--- config.mk ---
export PLATFORM = sky130hd
export DESIGN_NAME = esmd_div_cell
export DESIGN_NICKNAME = d
export VERILOG_FILES = /design/src/hw/rtl/esmd_pkg.sv /design/src/hw/rtl/esmd_div_cell.sv
export SDC_FILE = /design/constraint.sdc
export NUM_CORES = 1
export LEC_CHECK = 0
export ABC_AREA = 1
export BUFFER_PORTS_ARGS = -buffer_cell sky130_fd_sc_hd__buf_2
export CAP_MARGIN = 20
export CORE_AREA = 3 3 203 205
export DETAILED_ROUTE_END_ITERATION = 12
export DIE_AREA = 0 0 206 208
export MAX_ROUTING_LAYER = met4
export PLACE_DENSITY = 0.47
export SKIP_CTS_REPAIR_TIMING = 1
export SYNTH_ARGS = -nofsm -noshare
export SYNTH_HDL_FRONTEND = slang
export SYNTH_SLANG_ARGS = --single-unit
--- constraint.sdc ---
create_clock -name clk -period 0.85 [get_ports clk]
set_input_delay 0.085 -clock clk [delete_from_list [all_inputs] [get_ports clk]]
set_output_delay 0.085 -clock clk [all_outputs]
set_load 0.01 [all_outputs]
--- src/hw/rtl/esmd_pkg.sv ---
// Shared types, codes and helpers for the elementwise scaled multiply/divide block.
// Used by every module under hw/rtl; depends on nothing.
package esmd_pkg;

    localparam int DATA_WIDTH_DEF = 32;
    localparam int FRAC_BITS_DEF  = 16;

    typedef enum logic [1:0] {
        MODE_MUL_PUT = 2'd0,
        MODE_MUL_ADD = 2'd1,
        MODE_DIV_PUT = 2'd2,
        MODE_DIV_ADD = 2'd3
    } op_mode_t;

    typedef enum logic [0:0] {
        REG_OP_MODE = 1'b0,
        REG_SCALE   = 1'b1
    } reg_index_t;

    // Control word that travels with every item down the pipeline.
    typedef struct packed {
        logic     valid;
        op_mode_t mode;
        logic     neg;   // sign of the term, or of the saturated value on divide by zero
        logic     div0;
    } ctl_t;

    function automatic logic mode_is_div(input op_mode_t m);
        return (m == MODE_DIV_PUT) || (m == MODE_DIV_ADD);
    endfunction

    function automatic logic mode_is_add(input op_mode_t m);
        return (m == MODE_MUL_ADD) || (m == MODE_DIV_ADD);
    endfunction

endpackage

--- src/hw/rtl/esmd_div_cell.sv ---
// One cell of the divider chain: one restoring quotient bit per cell.
// Depends on esmd_pkg.
module esmd_div_cell #(
    parameter int DATA_WIDTH = 32
) (
    input  logic                    clk,
    input  logic                    rst_n,
    input  esmd_pkg::ctl_t          ctl_in,
    input  logic [2*DATA_WIDTH-1:0] num_in,
    input  logic [DATA_WIDTH-1:0]   rem_in,
    input  logic [DATA_WIDTH-1:0]   div_in,
    input  logic [DATA_WIDTH-1:0]   a_in,
    input  logic [3*DATA_WIDTH-1:0] prod_in,
    output esmd_pkg::ctl_t          ctl_out,
    output logic [2*DATA_WIDTH-1:0] num_out,
    output logic [DATA_WIDTH-1:0]   rem_out,
    output logic [DATA_WIDTH-1:0]   div_out,
    output logic [DATA_WIDTH-1:0]   a_out,
    output logic [3*DATA_WIDTH-1:0] prod_out
);
    import esmd_pkg::*;

    localparam int W = DATA_WIDTH;

    ctl_t           ctl_reg;
    logic [2*W-1:0] num_reg, num_next;
    logic [W-1:0]   rem_reg, rem_next;
    logic [W-1:0]   div_reg, a_reg;
    logic [3*W-1:0] prod_reg;
    logic [W:0]     trial, diff;
    logic           qbit;

    // shift the next numerator bit into the remainder, subtract if it fits
    always_comb
    begin
        trial    = {rem_in, num_in[2*W-1]};
        diff     = trial - {1'b0, div_in};
        qbit     = (trial >= {1'b0, div_in});
        rem_next = qbit ? diff[W-1:0] : trial[W-1:0];
        num_next = {num_in[2*W-2:0], qbit};
    end

    always_ff @(posedge clk or negedge rst_n)
    begin
        if (!rst_n)
            ctl_reg <= '0;
        else
            ctl_reg <= ctl_in;
    end

    always_ff @(posedge clk)
    begin
        num_reg  <= num_next;
        rem_reg  <= rem_next;
        div_reg  <= div_in;
        a_reg    <= a_in;
        prod_reg <= prod_in;
    end

    assign ctl_out  = ctl_reg;
    assign num_out  = num_reg;
    assign rem_out  = rem_reg;
    assign div_out  = div_reg;
    assign a_out    = a_reg;
    assign prod_out = prod_reg;

endmodule

==> results of run 1 <==
flip-flops by register name, indices dropped and copies added, names as in the netlist:
| register | count |
|---|---|
| div_out | 32 |
| ctl_out | 5 |
| a_out | 32 |
| rem_out | 32 |
| num_out | 64 |
| prod_out | 96 |
metrics by stage:
stage | setup slack (ps) | cell area, sq um | hold WS, ps
2_1_floorplan | -600.7 | 8788 | -210.6
3_3_place_gp | -1061 | 12810 | -93.06
3_5_place_dp | -1054 | 12810 | -91.43
4_1_cts | -439.0 | 13830 | -701.8
5_1_grt | -371.2 | 18990 | -391.4
6_report | -317.3 | 18990 | -358.8
cell families (layout without fill, tap and decap cells):
logic type / count (synthesis) / count (layout)
xor gates and xnor gates: 14 / 14
and+or+nand+nor: 419 / 419
other: 0 / 3
buffers and inverters: 162 / 1113
adders and majority gates: 33 / 33
AOI/OAI and AO/OA: 24 / 24
DFF: 261 / 261
power breakdown:
part           internal (mW)  switching, mW
clock                   8.04           5.22
sequential              13.2          0.395
combinational           4.47           3.76
cell usage in the layout, fill, tap and decap left out, types with 20 or more instances in the layout:
cell type      instances
nand3_2               20
buf_6                177
ha_4                  32
dfxtp_1              112
dfxtp_2              141
buf_4                118
inv_1                 98
nand2_1              162
buf_2                344
nand2_4               35
nand2_2               83
dlygate4sd3_1        261
nand3_1               42
inv_2                 37
clkbuf_16             31
worst max path at each step:
stage / startpoint / endpoint / slack [ps]
floorplan: div_in[2] / rem_out[24] / -600
global placement: div_in[25] / rem_out[30] / -1060
detailed placement: div_in[14] / rem_out[31] / -1050
CTS: div_in[26] / rem_out[20] / -440
global route: ctl_out[4] / ctl_out[4] / -370
finish: ctl_out[4] / ctl_out[4] / -320
metal layers:
layer / vias up / global-route usage, %
met5: - / -
met4: 0 / 5.126
met3: 92 / 3.959
met2: 322 / 29.10
met1: 4345 / 17.22
li1: 4630 / -
cell type report:
cell class                 count  area [sq um]
antenna                        3         7.507
clock buffer                  36         822.0
clock inverter                15         196.4
fill                        3642         20650
inverter                     152         623.1
multi-input combinational    490          3831
sequential                   261          5438
tap                          525         656.9
timing repair buffer         910          7413
==> impl_metrics.json, run 1 <==
{
  "syn2layout_area_growth_pct": 124.9,
  "crit_type": "register to primary output",
  "ys_ff_latch": 261,
  "synth_xor_area_share_pct": 1.452,
  "synth_area_sq_um": 8444,
  "fin_setup_tns_ps": -66940,
  "arrival_ps": 1080,
  "cp-end-kind": "primary output",
  "dieArea_sq_um": 42850,
  "min_period_ps": 1167,
  "track_usage_pct": 16.12,
  "powerDensity_nw_per_um2": 1850,
  "cap_violations": 0,
  "critPathBufInv": 1,
  "clk_pin_slew_ps": 60,
  "top_layer_used": "met4",
  "die_w_microns": 206,
  "wirelength_microns": 41650,
  "violations": "negative hold slack, negative setup slack",
  "yosysSeqAreaShare_pct": 62.17,
  "worst_pin_slew_ps": 262.5,
  "rsz0062_at_grt": "true",
  "clock-root-buffer": "clkbuf_16",
  "yosysMostFrequentCell": "nand2_1",
  "post-route-util_pct": 47.90,
  "wl_per_cell_microns": 17.41,
  "setup_viol": 294,
  "synthMuxAreaShare_pct": 0,
  "worst_hold_path.num_cells": 1,
  "ys_top_cells_by_area": "dfxtp_1, nand2_1, inv_1, ha_1, nand3_1",
  "hold_start": "div_in[0]",
  "start_util_pct": 21.30,
  "drc": 0,
  "htreeDepth": 1,
  "fin_crit_sh_pct": 137.3,
  "wl_met3_microns": 2730,
  "synth_top_family_by_area": "simple AND/OR/NAND/NOR gates",
  "synthCells": 913,
  "crit_required_ps": 760,
  "crit_chain": "buf_6",
  "slew_headroom_pct": 82.44,
  "synth_edf_count": 0,
  "nets": 2140,
  "hp-class": "primary input to register",
  "crit_family": "flip-flops",
  "viasPerCell": 3.925,
  "hold_ws_ps": -358.8,
  "slew_violations": 0,
  "drt_iter0_markers": 259,
  "hpwlAfterDp_microns": 30150,
  "cp_slowest_stage_delay_ps": 390,
  "overflow": 0,
  "wl_met1_microns": 15430,
  "synth_simple_gate_area_share_pct": 22.23,
  "vias": 9389,
  "cts_sinks": 261,
  "fmax_mhz": 856.7,
  "synth_nets": 1209,
  "synth_ff_type": "dfxtp_1",
  "antenna_found_initial": 4,
  "worst-path-stages": 1,
  "ant_nets": 0,
  "syn_avg_cell_area_sq_um": 9.249,
  "met2_length_microns": 21960,
  "cp-start-kind": "register",
  "core_sq_um": 39640,
  "critical-path-slowest-cell": "dfrtp_1",
  "firstDrtPassIters": 4,
  "cts_made_buffers": 29,
  "die_h_microns": 208,
  "io_buffers": 523,
  "final_cells": 2392,
  "p_leak_nw": 9.314,
  "synth_adder_area_share_pct": 4.979,
  "synth_area_leader_cell": "dfxtp_1",
  "ys_types": 30,
  "pin_count": 524,
  "rows": 73,
  "fin_ws_ps": -317.3,
  "cts_tree": "yes",
  "netlist.area_leader.share_pct": 60.69,
  "synth_compound_area_share_pct": 1.452,
  "finalPower_mw": 35.13,
  "yosys_warnings": 0,
  "ys_async_sr_fraction_pct": 1.916,
  "path_max_fanout": 1,
  "ys_top_cells_by_count": "nand2_1, dfxtp_1, inv_1",
  "worstHoldEndpoint": "div_out[0]",
  "grt_max_degree": 31,
  "clk_path_buf_depth": 3,
  "hold_viol": 2,
  "ir_worst_vdd_mv": 1.368,
  "outcome": "complete, but fails checks",
  "drive_above_1_share_pct": 60.73,
  "grt_pass1_wl_microns": 50060,
  "gp_congestion": 0.9054,
  "grt_pass1_vias": 7970,
  "dp_cells": 2054
}
No activity file was read; power rests on OpenSTA's default activity.
==> run 2, diff against run 1 <==
--- a/config.mk
+++ b/config.mk
@@ -8,9 +8,9 @@
 export ABC_AREA = 1
 export BUFFER_PORTS_ARGS = -buffer_cell sky130_fd_sc_hd__buf_2
 export CAP_MARGIN = 20
-export CORE_AREA = 3 3 203 205
+export CORE_AREA = 2 2 202 204
 export DETAILED_ROUTE_END_ITERATION = 12
-export DIE_AREA = 0 0 206 208
+export DIE_AREA = 0 0 204 206
 export MAX_ROUTING_LAYER = met4
 export PLACE_DENSITY = 0.47
 export SKIP_CTS_REPAIR_TIMING = 1
==> run 2 against run 1 <==
- the run still ends with negative hold slack, negative setup slack left
- worst hold slack got worse by 16 ps
- fmax decreased by 2.6%
- design area decreased by 4.7%
- via count decreased by 1.2%
- clock-buffer cell count increased by 3
- non-clock buffer count decreased by 11
- critical path depth increased by 13
- largest cell class unchanged
==> impl_metrics.json, run 2 (synthesis gave the netlist of run 1 again) <==
{
  "crit_type": "primary input to register",
  "setup_viol": 294,
  "hold_ws_ps": -375.1,
  "swShare_pct": 27.12,
  "drive_above_1_share_pct": 54.54,
  "grt_pass1_wl_microns": 46040,
  "intPower_mw": 24.36,
  "rows": 74,
  "largest_register_ffs": 96,
  "die_w_microns": 204,
  "track_usage_pct": 15.12,
  "arrival_ps": 1690,
  "worst_pin_slew_ps": 250.1,
  "dieArea_sq_um": 42020,
  "wl_per_cell_microns": 16.31,
  "critical-path-slowest-cell": "ha_4",
  "layout_common_cells": "buf_2, dlygate4sd3_1, nand2_1",
  "hpwlAfterDp_microns": 27890,
  "hold_viol": 2,
  "cp_slowest_stage_delay_ps": 310,
  "htreeDepth": 1,
  "cts_sinks": 261,
  "grt_pass1_vias": 7790,
  "pin_count": 524,
  "cp_common_cell": "nor2_4",
  "clock-root-buffer": "clkbuf_16",
  "crit_chain": "clkbuf_4 -> inv_2 -> ha_4 -> nand2_4 -> nor2_4 -> nand2_2 -> nor2_4 -> nand2_1 -> nand3_2 -> nor2_4 -> nand2_8 -> clkbuf_16 -> nand3_2 -> nand2_1",
  "min_period_ps": 1199,
  "ant_nets": 0,
  "p_comb_share_pct": 22.8,
  "powerDensity_nw_per_um2": 1847,
  "antenna_found_initial": 8,
  "crit_required_ps": 1350,
  "syn2layout_area_growth_pct": 114.3,
  "fin_crit_sh_pct": 141.0,
  "p_clk_share_pct": 36.5,
  "nFillCells": 3815,
  "cap_violations": 0,
  "firstDrtPassIters": 4,
  "rsz0062_at_grt": "true",
  "seqPwrFrac_pct": 40.7,
  "fin_ws_ps": -348.7,
  "wirelength_microns": 39020,
  "cts_tree": "yes",
  "slew_headroom_pct": 83.27,
  "post-route-util_pct": 45.04,
  "cp-end-kind": "register",
  "layout_commonest_cell": "buf_2",
  "core_sq_um": 40180,
  "ir_worst_vdd_mv": 1.190,
  "fmax_mhz": 834.2,
  "slew_violations": 0,
  "nets": 2129,
  "grt_max_degree": 22,
  "gp_congestion": 0.8659,
  "dpl_worst_slack_ps": -1094,
  "io_buffers": 523,
  "violations": "negative hold slack, negative setup slack",
  "die_h_microns": 206,
  "viasPerCell": 3.875,
  "critPathBufInv": 3,
  "clk_path_buf_depth": 3,
  "overflow": 0,
  "hp-class": "primary input to register",
  "cts_made_buffers": 29,
  "start_util_pct": 21.01,
  "clk_pin_slew_ps": 70,
  "vias": 9273,
  "drc": 0,
  "outcome": "complete, but fails checks",
  "p_switching_mw": 9.066,
  "path_max_fanout": 7,
  "p_leak_nw": 8.976,
  "cp-start-kind": "primary input",
  "crit_family": "simple AND/OR/NAND/NOR gates",
  "drt_iter0_markers": 278
}
-- run 2: cell count changes in the layout (fill, tap and decap cells not counted), sizes merged --
cell	previous run	this run
bufinv	4	1
buf	647	630
diode	3	9
inv	154	156
dlygate4sd3	261	264
clkbuf	38	44
clkinvlp	4	1
-- run 2: power groups by stage --
stage	logic, mW	registers (mW)	clock network, mW
floorplan	1.97	14.1	0
global placement	5.27	13.6	0
detailed placement	5.30	13.6	0
CTS	5.32	13.4	12.6
global route	8.20	13.7	13.1
finish	7.61	13.6	12.2
-- run 2: path summary, 6_finish.rpt --
kind | from | endpoint | slack (ps) | cells past startpoint
max in group asynchronous | rst_n | ctl_out[2] | 130 | 3
min in group asynchronous | rst_n | ctl_out[4] | 520 | 3
worst max-delay path | div_in[15] | rem_out[26] | -350 | 14
worst min-delay path | div_in[29] | div_out[29] | -380 | 1
-- run 2: area by class of cell --
| type | count | area [sq um] | share of cell area (%) |
|---|---|---|---|
| Antenna cell | 9 | 22.52 | 0.1244 |
| Clock buffer | 39 | 813.3 | 4.494 |
| Clock inverter | 11 | 101.3 | 0.5600 |
| Inverter | 152 | 593.1 | 3.277 |
| Multi-Input combinational cell | 490 | 3468 | 19.16 |
| Sequential cell | 261 | 5409 | 29.89 |
| Tap cell | 532 | 665.6 | 3.678 |
| Timing Repair Buffer | 899 | 7025 | 38.82 |
-- run 2: through the flow --
stage	power (mW)	cell area (sq um)	cells	TNS, ps
6_report	33.43	18100	2393	-67750
4_1_cts	31.29	13670	2108	-83870
5_1_grt	34.95	18090	2391	-80860
3_3_place_gp	18.91	12760	2058	-33490
3_5_place_dp	18.93	12760	2058	-33890
2_1_floorplan	16.06	8788	913	-19370
-- run 2: layer usage --
metal | global-route usage, % | vias up | share of wire, %
met1 | 17.16 | 4288 | 39
met3 | 3.627 | 65 | 5.8
met4 | 4.943 | 0 | 2.9
met5 | - | - | 0
li1 | - | 4618 | -
met2 | 26.19 | 302 | 52
