## config.mk

```make
export PLATFORM = sky130hd
export DESIGN_NAME = esmd_back
export DESIGN_NICKNAME = d
export VERILOG_FILES = /design/src/hw/rtl/esmd_pkg.sv /design/src/hw/rtl/esmd_back.sv
export SDC_FILE = /design/constraint.sdc
export NUM_CORES = 1
export LEC_CHECK = 0
export BUFFER_PORTS_ARGS = -buffer_cell sky130_fd_sc_hd__buf_4
export CORE_MARGIN = 5
export CORE_UTILIZATION = 33
export CTS_CLUSTER_SIZE = 40
export DETAILED_ROUTE_END_ITERATION = 10
export PLACE_DENSITY = 0.58
export SLEW_MARGIN = 20
export SYNTH_ARGS = -nofsm -noshare
export SYNTH_HDL_FRONTEND = slang
export SYNTH_SLANG_ARGS = --single-unit
```

## constraint.sdc

```tcl
create_clock -name clk -period 5.35 [get_ports clk]
set_clock_uncertainty 0.1 [all_clocks]
set_input_delay 0.2675 -clock clk [delete_from_list [all_inputs] [get_ports clk]]
set_output_delay 0.2675 -clock clk [all_outputs]
set_load 0.05 [all_outputs]
```

## src/hw/rtl/esmd_pkg.sv

```systemverilog
// Shared types, codes and helpers for the elementwise scaled multiply/divide block.
// Used by every module under hw/rtl; depends on nothing.
package esmd_pkg;

    localparam int DATA_WIDTH_DEF = 32;
    localparam int FRAC_BITS_DEF  = 16;

    typedef enum logic [1:0] {
        MODE_MUL_PUT = 2'd0,
        MODE_MUL_ADD = 2'd1,
        MODE_DIV_PUT = 2'd2,
        MODE_DIV_ADD = 2'd3
    } op_mode_t;

    typedef enum logic [0:0] {
        REG_OP_MODE = 1'b0,
        REG_SCALE   = 1'b1
    } reg_index_t;

    // Control word that travels with every item down the pipeline.
    typedef struct packed {
        logic     valid;
        op_mode_t mode;
        logic     neg;   // sign of the term, or of the saturated value on divide by zero
        logic     div0;
    } ctl_t;

    function automatic logic mode_is_div(input op_mode_t m);
        return (m == MODE_DIV_PUT) || (m == MODE_DIV_ADD);
    endfunction

    function automatic logic mode_is_add(input op_mode_t m);
        return (m == MODE_MUL_ADD) || (m == MODE_DIV_ADD);
    endfunction

endpackage

```

## src/hw/rtl/esmd_back.sv

```systemverilog
// Back end: rounding, sign, optional accumulate into a, saturation, result register.
// Depends on esmd_pkg.
module esmd_back #(
    parameter int DATA_WIDTH = 32,
    parameter int FRAC_BITS  = 16
) (
    input  logic                    clk,
    input  logic                    rst_n,
    input  esmd_pkg::ctl_t          ctl_in,
    input  logic [2*DATA_WIDTH-1:0] quot_in,
    input  logic [DATA_WIDTH-1:0]   rem_in,
    input  logic [DATA_WIDTH-1:0]   div_in,
    input  logic [DATA_WIDTH-1:0]   a_in,
    input  logic [3*DATA_WIDTH-1:0] prod_in,
    output logic                    done,
    output logic [DATA_WIDTH-1:0]   new_value,
    output logic                    overflowed,
    output logic                    divided_by_zero
);
    import esmd_pkg::*;

    localparam int W = DATA_WIDTH;
    localparam int E = 3*W + 1;
    localparam logic [W-1:0] VMAX = {1'b0, {(W-1){1'b1}}};
    localparam logic [W-1:0] VMIN = {1'b1, {(W-1){1'b0}}};

    ctl_t         ctl_reg;
    logic [E-1:0] term_reg, term_next;
    logic [W-1:0] a_reg;
    logic [3*W-1:0] mag;
    logic           rnd_up;

    logic [E-1:0] sum;
    logic         sat;
    logic [W-1:0] val_next;
    logic         ovf_next;

    logic         done_reg;
    logic [W-1:0] val_reg;
    logic         ovf_reg, d0_reg;

    always_comb
    begin
        rnd_up = ({rem_in, 1'b0} >= {1'b0, div_in});
        if (mode_is_div(ctl_in.mode))
            mag = {{W{1'b0}}, quot_in} + (3*W)'(rnd_up);
        else
            mag = prod_in >> (2*FRAC_BITS);
        term_next = ctl_in.neg ? (~{1'b0, mag} + E'(1)) : {1'b0, mag};
    end

    always_comb
    begin
        sum = term_reg;
        if (mode_is_add(ctl_reg.mode))
            sum = term_reg + {{(E-W){a_reg[W-1]}}, a_reg};
        sat      = (sum[E-1:W-1] != '0) && (sum[E-1:W-1] != '1);
        ovf_next = 1'b0;
        if (ctl_reg.div0)
            val_next = ctl_reg.neg ? VMIN : VMAX;
        else if (sat)
        begin
            val_next = sum[E-1] ? VMIN : VMAX;
            ovf_next = 1'b1;
        end
        else
            val_next = sum[W-1:0];
    end

    always_ff @(posedge clk or negedge rst_n)
    begin
        if (!rst_n)
        begin
            ctl_reg  <= '0;
            done_reg <= 1'b0;
        end
        else
        begin
            ctl_reg  <= ctl_in;
            done_reg <= ctl_reg.valid;
        end
    end

    always_ff @(posedge clk)
    begin
        term_reg <= term_next;
        a_reg    <= a_in;
        val_reg  <= val_next;
        ovf_reg  <= ovf_next;
        d0_reg   <= ctl_reg.div0;
    end

    assign done            = done_reg;
    assign new_value       = val_reg;
    assign overflowed      = ovf_reg;
    assign divided_by_zero = d0_reg;

endmodule

```

==> results.md, run 1 <==
* Status: finished, final reports clean
* R2R Path Start: a_reg[31]
* Sw power at 0.00278 W
* Final hold vios at 0
* Synth async-reset ratio at 2.98%
* Top delay family on crit path: simple AND/OR/NAND/NOR gates
* Die area at 0.0604 mm2
* Power per cell area at 242 mW/mm2
* Startpoint types: input port
* Synth area leaders: dfxtp_1 18%, ha_1 8.9%, a21oi_1 6.8%
* Number of global-route vias before repair at 22.0k
* Min Tclk post-route at 5.35 ns
* Routed WL at 94400 um
* Fmax at 187 MHz
* Flip-flop and latch area at 0.00339 mm2
* Core area at 0.0551 mm2
* Peak VDD IR at 246 uV
* Global Route Usage Sum at 29.8%
* Crit Path Category: in -> reg
* Distinct cells, synth at 97
* Reg-to-reg slack, setup at 0.11 ns
* Sw Share at 44.5%
* CP max stage cell: or4b_4
* Global-route wire length before repair at 137000 um
* Initial antenna violation count at 3
* Synth warn at 0
* Worst EP required at 5.56 ns
* Crit path buf inv count at 3
* Final Setup Violations at 0
* Hold/Removal Path Class: in -> async
* CTS tree: done
* Clock share of power at 18.7%
* Yosys top cell area share at 17.8%
* Gate power share at 56.8%
* CTS Buffer Depth at 2
* Fillers at 5649
* Most frequent CP cell: o21a_1
* Cell taking the most area after synthesis: dfxtp_1
* Ratio of final minimum period to clock period at 100%
* Commonest cells in the netlist: 250 x a21oi_1, 242 x nand2_1, 235 x nor2_1, 197 x o21ai_0, 163 x dfxtp_1
* DR iter-0 viols at 2089
* I/O pin count at 298
* Syn avg cell area at 7.14 um2
* Per-cell routed wire length at 23.8 um
* Yosys reg bits at 168
* Unrepaired setup endpoints after global routing: true
* Synthesized Nets at 2961
* CP endpoint kind: flop
* Gp weighted congestion at 1.00
* Seq/Total Area, Yosys at 18.5%
* Vias per cell at 5.82
* Flip-flop count of the largest register after layout at 97
* Layout cells sized above 1 at 28.9%
* Slew Viols, Final at 0
* Cells after Synth at 2567
* Worst-path clk slew at 0.07 ns
* Ys flop type: dfxtp_1
* Max-cap violations at 0
* Post-route setup slack at 0.000731 ns
* Clk sinks at 168
* IO Port Bufs at 265
* # rows at 86
* Tightest Pin Transition at 0.924 ns
* Setup TNS at 0 ns
* Count leader, synth: a21oi_1
* Total Nets Final at 3590
* Number of synthesized flops with an enable pin at 0
* Die width at 246 um
* LEAKAGE at 10.6 nW
* Routed vias at 23.0k
* Setup WS pre-CTS at -0.677 ns
* Starting Density at 33.3%
* Drt drc at 0
* Area Overhead vs Synth at 40.5%
* CP max stage delay at 0.51 ns
* Worst Path Max Fanout at 8
* Multi-input logic area at 0.0147 mm2
* Reg2reg end: new_value[18]
* Largest net degree at the start of global routing at 84
* Final global-route overflow total at 0
* CTS buffer count at 17
* Root Driver: clkbuf_16
* 1st-pass router iterations at 5
* Worst EP arrival at 5.56 ns
* P_int at 0.00347 W
* Post-DP HPWL at 81200 um
* Mapped cell area at 0.0183 mm2
* Post-DRT Antenna Nets at 0
* Die H at 246 um
* Seq pwr share at 24.4%
* R2R cell count at 18
* H-tree depth at 4
* Hold slack at 0.0676 ns
* Clock Latency Late Sink at 0.45 ns
* Max_slew headroom at 38.0%
cell families after synthesis:
group	after synthesis	share of synthesized area, %
AO/OA/AOI/OAI	788	27.1
flip-flops	168	18.5
buffers and inverters	213	4.59
multiplexers	53	2.94
AND/OR/NAND/NOR	1032	29.2
adder cells (fa/ha/maj)	131	8.98
XOR/XNOR	182	8.70
timing repair:
action | in CTS | in global routing
endpoints found under the hold margin | 40 | 0
setup buffers | 1 | 11
cloned | 0 | 1
resized for setup | 11 | 123
endpoints found under the setup margin | 72 | 99
pin swaps | 2 | 23
hold buffers | 36 | 0
metal layers:
| layer | vias up | GRT usage, % | wire, um |
|---|---|---|---|
| met5 | - | 0 | 0 |
| met3 | 156 | 7.62 | 9650 |
| met2 | 1121 | 44.5 | 39900 |
| met4 | 0 | 10.8 | 3480 |
| met1 | 10931 | 41.4 | 41400 |
| li1 | 10821 | - | - |
power by group through the flow:
stage | logic [W] | clock network, W | registers (W)
3_3_place_gp | 0.00332 | 0 | 0.00154
6_report | 0.00355 | 0.00117 | 0.00153
5_1_grt | 0.00375 | 0.00125 | 0.00153
2_1_floorplan | 0.00162 | 0 | 0.00158
4_1_cts | 0.00337 | 0.00120 | 0.00151
3_5_place_dp | 0.00332 | 0 | 0.00154
placed cells by master (no fill, tap or decap), drive strengths merged, types with 30 or more instances in the layout:
cell / instances
buf: 715
nor2: 256
a21oi: 250
nand2: 243
o21ai: 201
dfxtp: 163
ha: 130
xnor2: 122
nand4: 110
nand3: 87
inv: 76
nor3: 71
o31ai: 63
xor2: 60
mux2i: 46
nor4: 46
dlygate4sd3: 36
or2: 30
metrics by stage:
| step | util (%) | cell area [um2] | power (W) | std cells |
|---|---|---|---|---|
| floorplan | - | 18400 | 0.00320 | 2567 |
| global placement | 43.9 | 24200 | 0.00486 | 3876 |
| detailed placement | 43.9 | 24200 | 0.00486 | 3876 |
| CTS | 45.7 | 25200 | 0.00609 | 3945 |
| global route | 46.7 | 25800 | 0.00653 | 3958 |
| finish | 46.7 | 25800 | 0.00624 | 3958 |
worst register-to-register path: stages (launching register included):
cell,delay (ns)
dfxtp_2,0.34
buf_12,0.17
buf_6,0.24
buf_12,0.22
ha_1,0.38
a21oi_1,0.28
o21ai_1,0.17
a21oi_2,0.26
o22ai_2,0.17
a211o_1,0.47
o41ai_1,0.43
a41o_1,0.19
nor2_4,0.08
o31a_1,0.33
nor4_1,0.38
nand4b_1,0.17
mux2_2,0.32
buf_12,0.16
o31ai_1,0.30
layout make-up:
cell class,instances,share of cell area [%]
multi-input combinational,2186,57.1
clock inverter,11,0.389
clock buffer,21,1.79
timing repair buffer,752,22.8
tap,748,3.63
antenna,1,0.00972
sequential,168,13.2
inverter,71,1.06
how the worst max path moves through the flow:
stage | from | endpoint | slack (ns) | cells past startpoint
2_1_floorplan | div_in[1] | term_reg[66] | -0.1 | 31
3_3_place_gp | div_in[1] | term_reg[74] | -0.65 | 31
3_5_place_dp | div_in[1] | term_reg[70] | -0.68 | 31
4_1_cts | a_reg[31] | new_value[20] | 0.003 | 19
5_1_grt | div_in[1] | term_reg[91] | -0.25 | 31
6_report | div_in[1] | term_reg[91] | 0.0007 | 30
Power figures use the tool's default switching activity.
==> run 2, diff against run 1 <==
- PLACE_DENSITY: 0.58 -> 0.56
- clock period: 5.35 -> 5.2 ns (I/O delays scaled with it)
==> run 2 against run 1 <==
Compared with the run above: global-route usage grew 0.49 points; design area grew 4.0%; clock power grew 4%; flip-flop and latch count is the same; count of clock-buffer cells in the layout is the same; register-to-register slack lost 0.03 ns; die area is the same; cell count grew 2.0%; sequential power grew 3%; combinational power grew 7.0%; critical path type unchanged; critical endpoint is now term_reg[72]; largest power group unchanged.
==> results.md, run 2 (same netlist as run 1, synthesis figures left out) <==
* Most common cell after layout, fill and taps aside: buf_4
* Top delay family on crit path: simple AND/OR/NAND/NOR gates
* Die area at 0.0604 mm2 (unchanged)
* Fmax at 193 MHz
* Max_slew headroom at 37.1% (-0.88 points)
* CP endpoint kind: flop
* Clock Latency Late Sink at 0.45 ns (about the same)
* Root Driver: clkbuf_16
* Largest net degree at the start of global routing at 78 (-7.1%)
* Final Setup Violations at 0 (unchanged)
* CTS Buffer Depth at 2 (unchanged)
* Unrepaired setup endpoints after global routing: true
* Ratio of final minimum period to clock period at 99.8%
* Routed vias at 23.3k (+0.97%)
* Max-cap violations at 0 (unchanged)
* Total Nets Final at 3668 (+2.2%)
* Reg-to-reg slack, setup at 0.08 ns (-0.03 ns)
* CTS buffer count at 17 (unchanged)
* DR iter-0 viols at 2050 (-1.9%)
* Die H at 246 um (unchanged)
* Worst EP required at 5.42 ns (-0.14 ns)
* Most frequent CP cell: o21a_1
* Power per cell area at 246 mW/mm2 (+1.5%)
* Fin util at 48.6% (+1.9 points)
* Global-route wire length before repair at 140000 um (+1.9%)
* Status: finished, final reports clean
* Min Tclk post-route at 5.19 ns
* Global Route Usage Sum at 30.3% (+0.49 points)
* Final global-route overflow total at 0 (unchanged)
* Die width at 246 um (unchanged)
* CP max stage delay at 0.52 ns (about the same)
* Vias per cell at 5.76 (-1.0%)
* Commonest cells after routing, fill and taps aside: 772 x buf_4, 235 x nand2_1, 229 x a21oi_1
* Initial antenna violation count at 2 (-1)
* Gp weighted congestion at 1.01 (+0.77%)
* I/O pin count at 298 (unchanged)
* Area Overhead vs Synth at 46.1%
* Post-DRT Antenna Nets at 0 (unchanged)
* CTS tree: done
* Crit Path Category: in -> reg
* Startpoint types: input port
* Clk sinks at 168 (unchanged)
* IO Port Bufs at 265 (unchanged)
* Core area at 0.0551 mm2 (unchanged)
* Routed WL at 96300 um (+2.0%)
* Worst-path clk slew at 0.07 ns (about the same)
* Post-DP HPWL at 82300 um (+1.3%)
* Slew Viols, Final at 0 (unchanged)
* Post-route setup slack at 0.00839 ns (+0.00766 ns)
* Starting Density at 33.3% (unchanged)
* Tightest Pin Transition at 0.931 ns (+0.00761 ns)
* Hold slack at 0.0659 ns (-0.00162 ns)
* Flip-flop count of the largest register after layout at 97 (unchanged)
* Final hold vios at 0 (unchanged)
* Number of global-route vias before repair at 22.6k (+2.5%)
* LEAKAGE at 11.1 nW (+5.3%)
* Overall power at 0.00659 W (+5.5%)
* Hold/Removal Path Class: in -> async
* Peak VDD IR at 234 uV (-4.9%)
* Layout cells sized above 1 at 32.7% (+3.8 points)
* Per-cell routed wire length at 23.8 um (about the same)
* 1st-pass router iterations at 6 (+1)
* Drt drc at 0 (unchanged)
* # rows at 86 (unchanged)
* Worst EP arrival at 5.41 ns (-0.15 ns)
* CP max stage cell: or4b_4
* Crit path buf inv count at 5 (+2)
* H-tree depth at 4 (unchanged)
* Setup WS pre-CTS at -0.657 ns (+0.0198 ns)
* Worst Path Max Fanout at 8 (unchanged)
==> run 2: final timing paths <==
| check | startpoint | end | cells past startpoint |
|---|---|---|---|
| setup / recovery | div_in[1] | term_reg[72] | 32 |
| hold / removal | rst_n | done | 2 |
| setup reg to reg | term_reg[0] | new_value[25] | 21 |
| hold reg to reg | ctl_reg[4] | done | 0 |
| max in group asynchronous | rst_n | ctl_reg[2] | 2 |
| min in group clk | prod_in[58] | term_reg[26] | 4 |
==> run 2: layout make-up <==
type                    count  area, um2
well taps                 748        936
flip-flops and latches    168       3390
repair buffers            830       6500
multi-input cells        2186      15100
inverters                  71        274
diodes                      2       5.00
fillers                  5547      28300
clock inverters            11        105
clock buffers              21        460
==> run 2: worst register-to-register path, cell delays in order (launching register included) <==
cell      delay (ns)
dfxtp_1         0.32
ha_1            0.23
fa_2            0.37
a211oi_2        0.29
buf_4           0.18
nor4_1          0.06
a211oi_2        0.24
buf_4           0.17
buf_4           0.12
o211ai_1        0.19
buf_4           0.22
a211oi_1        0.24
buf_4           0.19
xnor2_2         0.18
nor2_1          0.07
a31o_2          0.21
or4_1           0.55
nor4_2          0.18
nand4_1         0.14
mux2_2          0.33
buf_12          0.17
o31ai_1         0.28
==> run 2: report_power, final <==
group | total (W) | internal (W) | switching [W]
Sequential | 0.00157 | 0.00142 | 0.000152
Combinational | 0.00380 | 0.00159 | 0.00221
Clock | 0.00122 | 0.000655 | 0.000562
==> run 2: routing by layer <==
layer,wire (um),track usage [%],share of wire [%],up-vias
li1,-,-,-,10992
met1,43100,43.0,45,11057
met2,41000,46.5,43,1064
met3,9320,6.71,9.7,138
met4,2820,7.96,2.9,2
met5,15,0,0.016,-
==> run 2: per-stage QoR <==
| stage | cell area, um2 | setup TNS (ns) | std cells |
|---|---|---|---|
| floorplan | 18500 | -5.95 | 2567 |
| global placement | 24600 | -43.40 | 3926 |
| detailed placement | 24600 | -45.75 | 3926 |
| CTS | 25800 | -0.00348 | 4012 |
| global route | 26800 | -10.37 | 4036 |
| finish | 26800 | 0 | 4037 |
==> run 2: repair_timing <==
action | 4_1_cts | 5_1_grt
endpoints found under the hold margin | 40 | 0
setup buffers | 18 | 23
hold buffers | 36 | 0
pin swaps | 7 | 40
endpoints found under the setup margin | 86 | 98
gates resized for setup | 40 | 203
gates cloned | 1 | 1
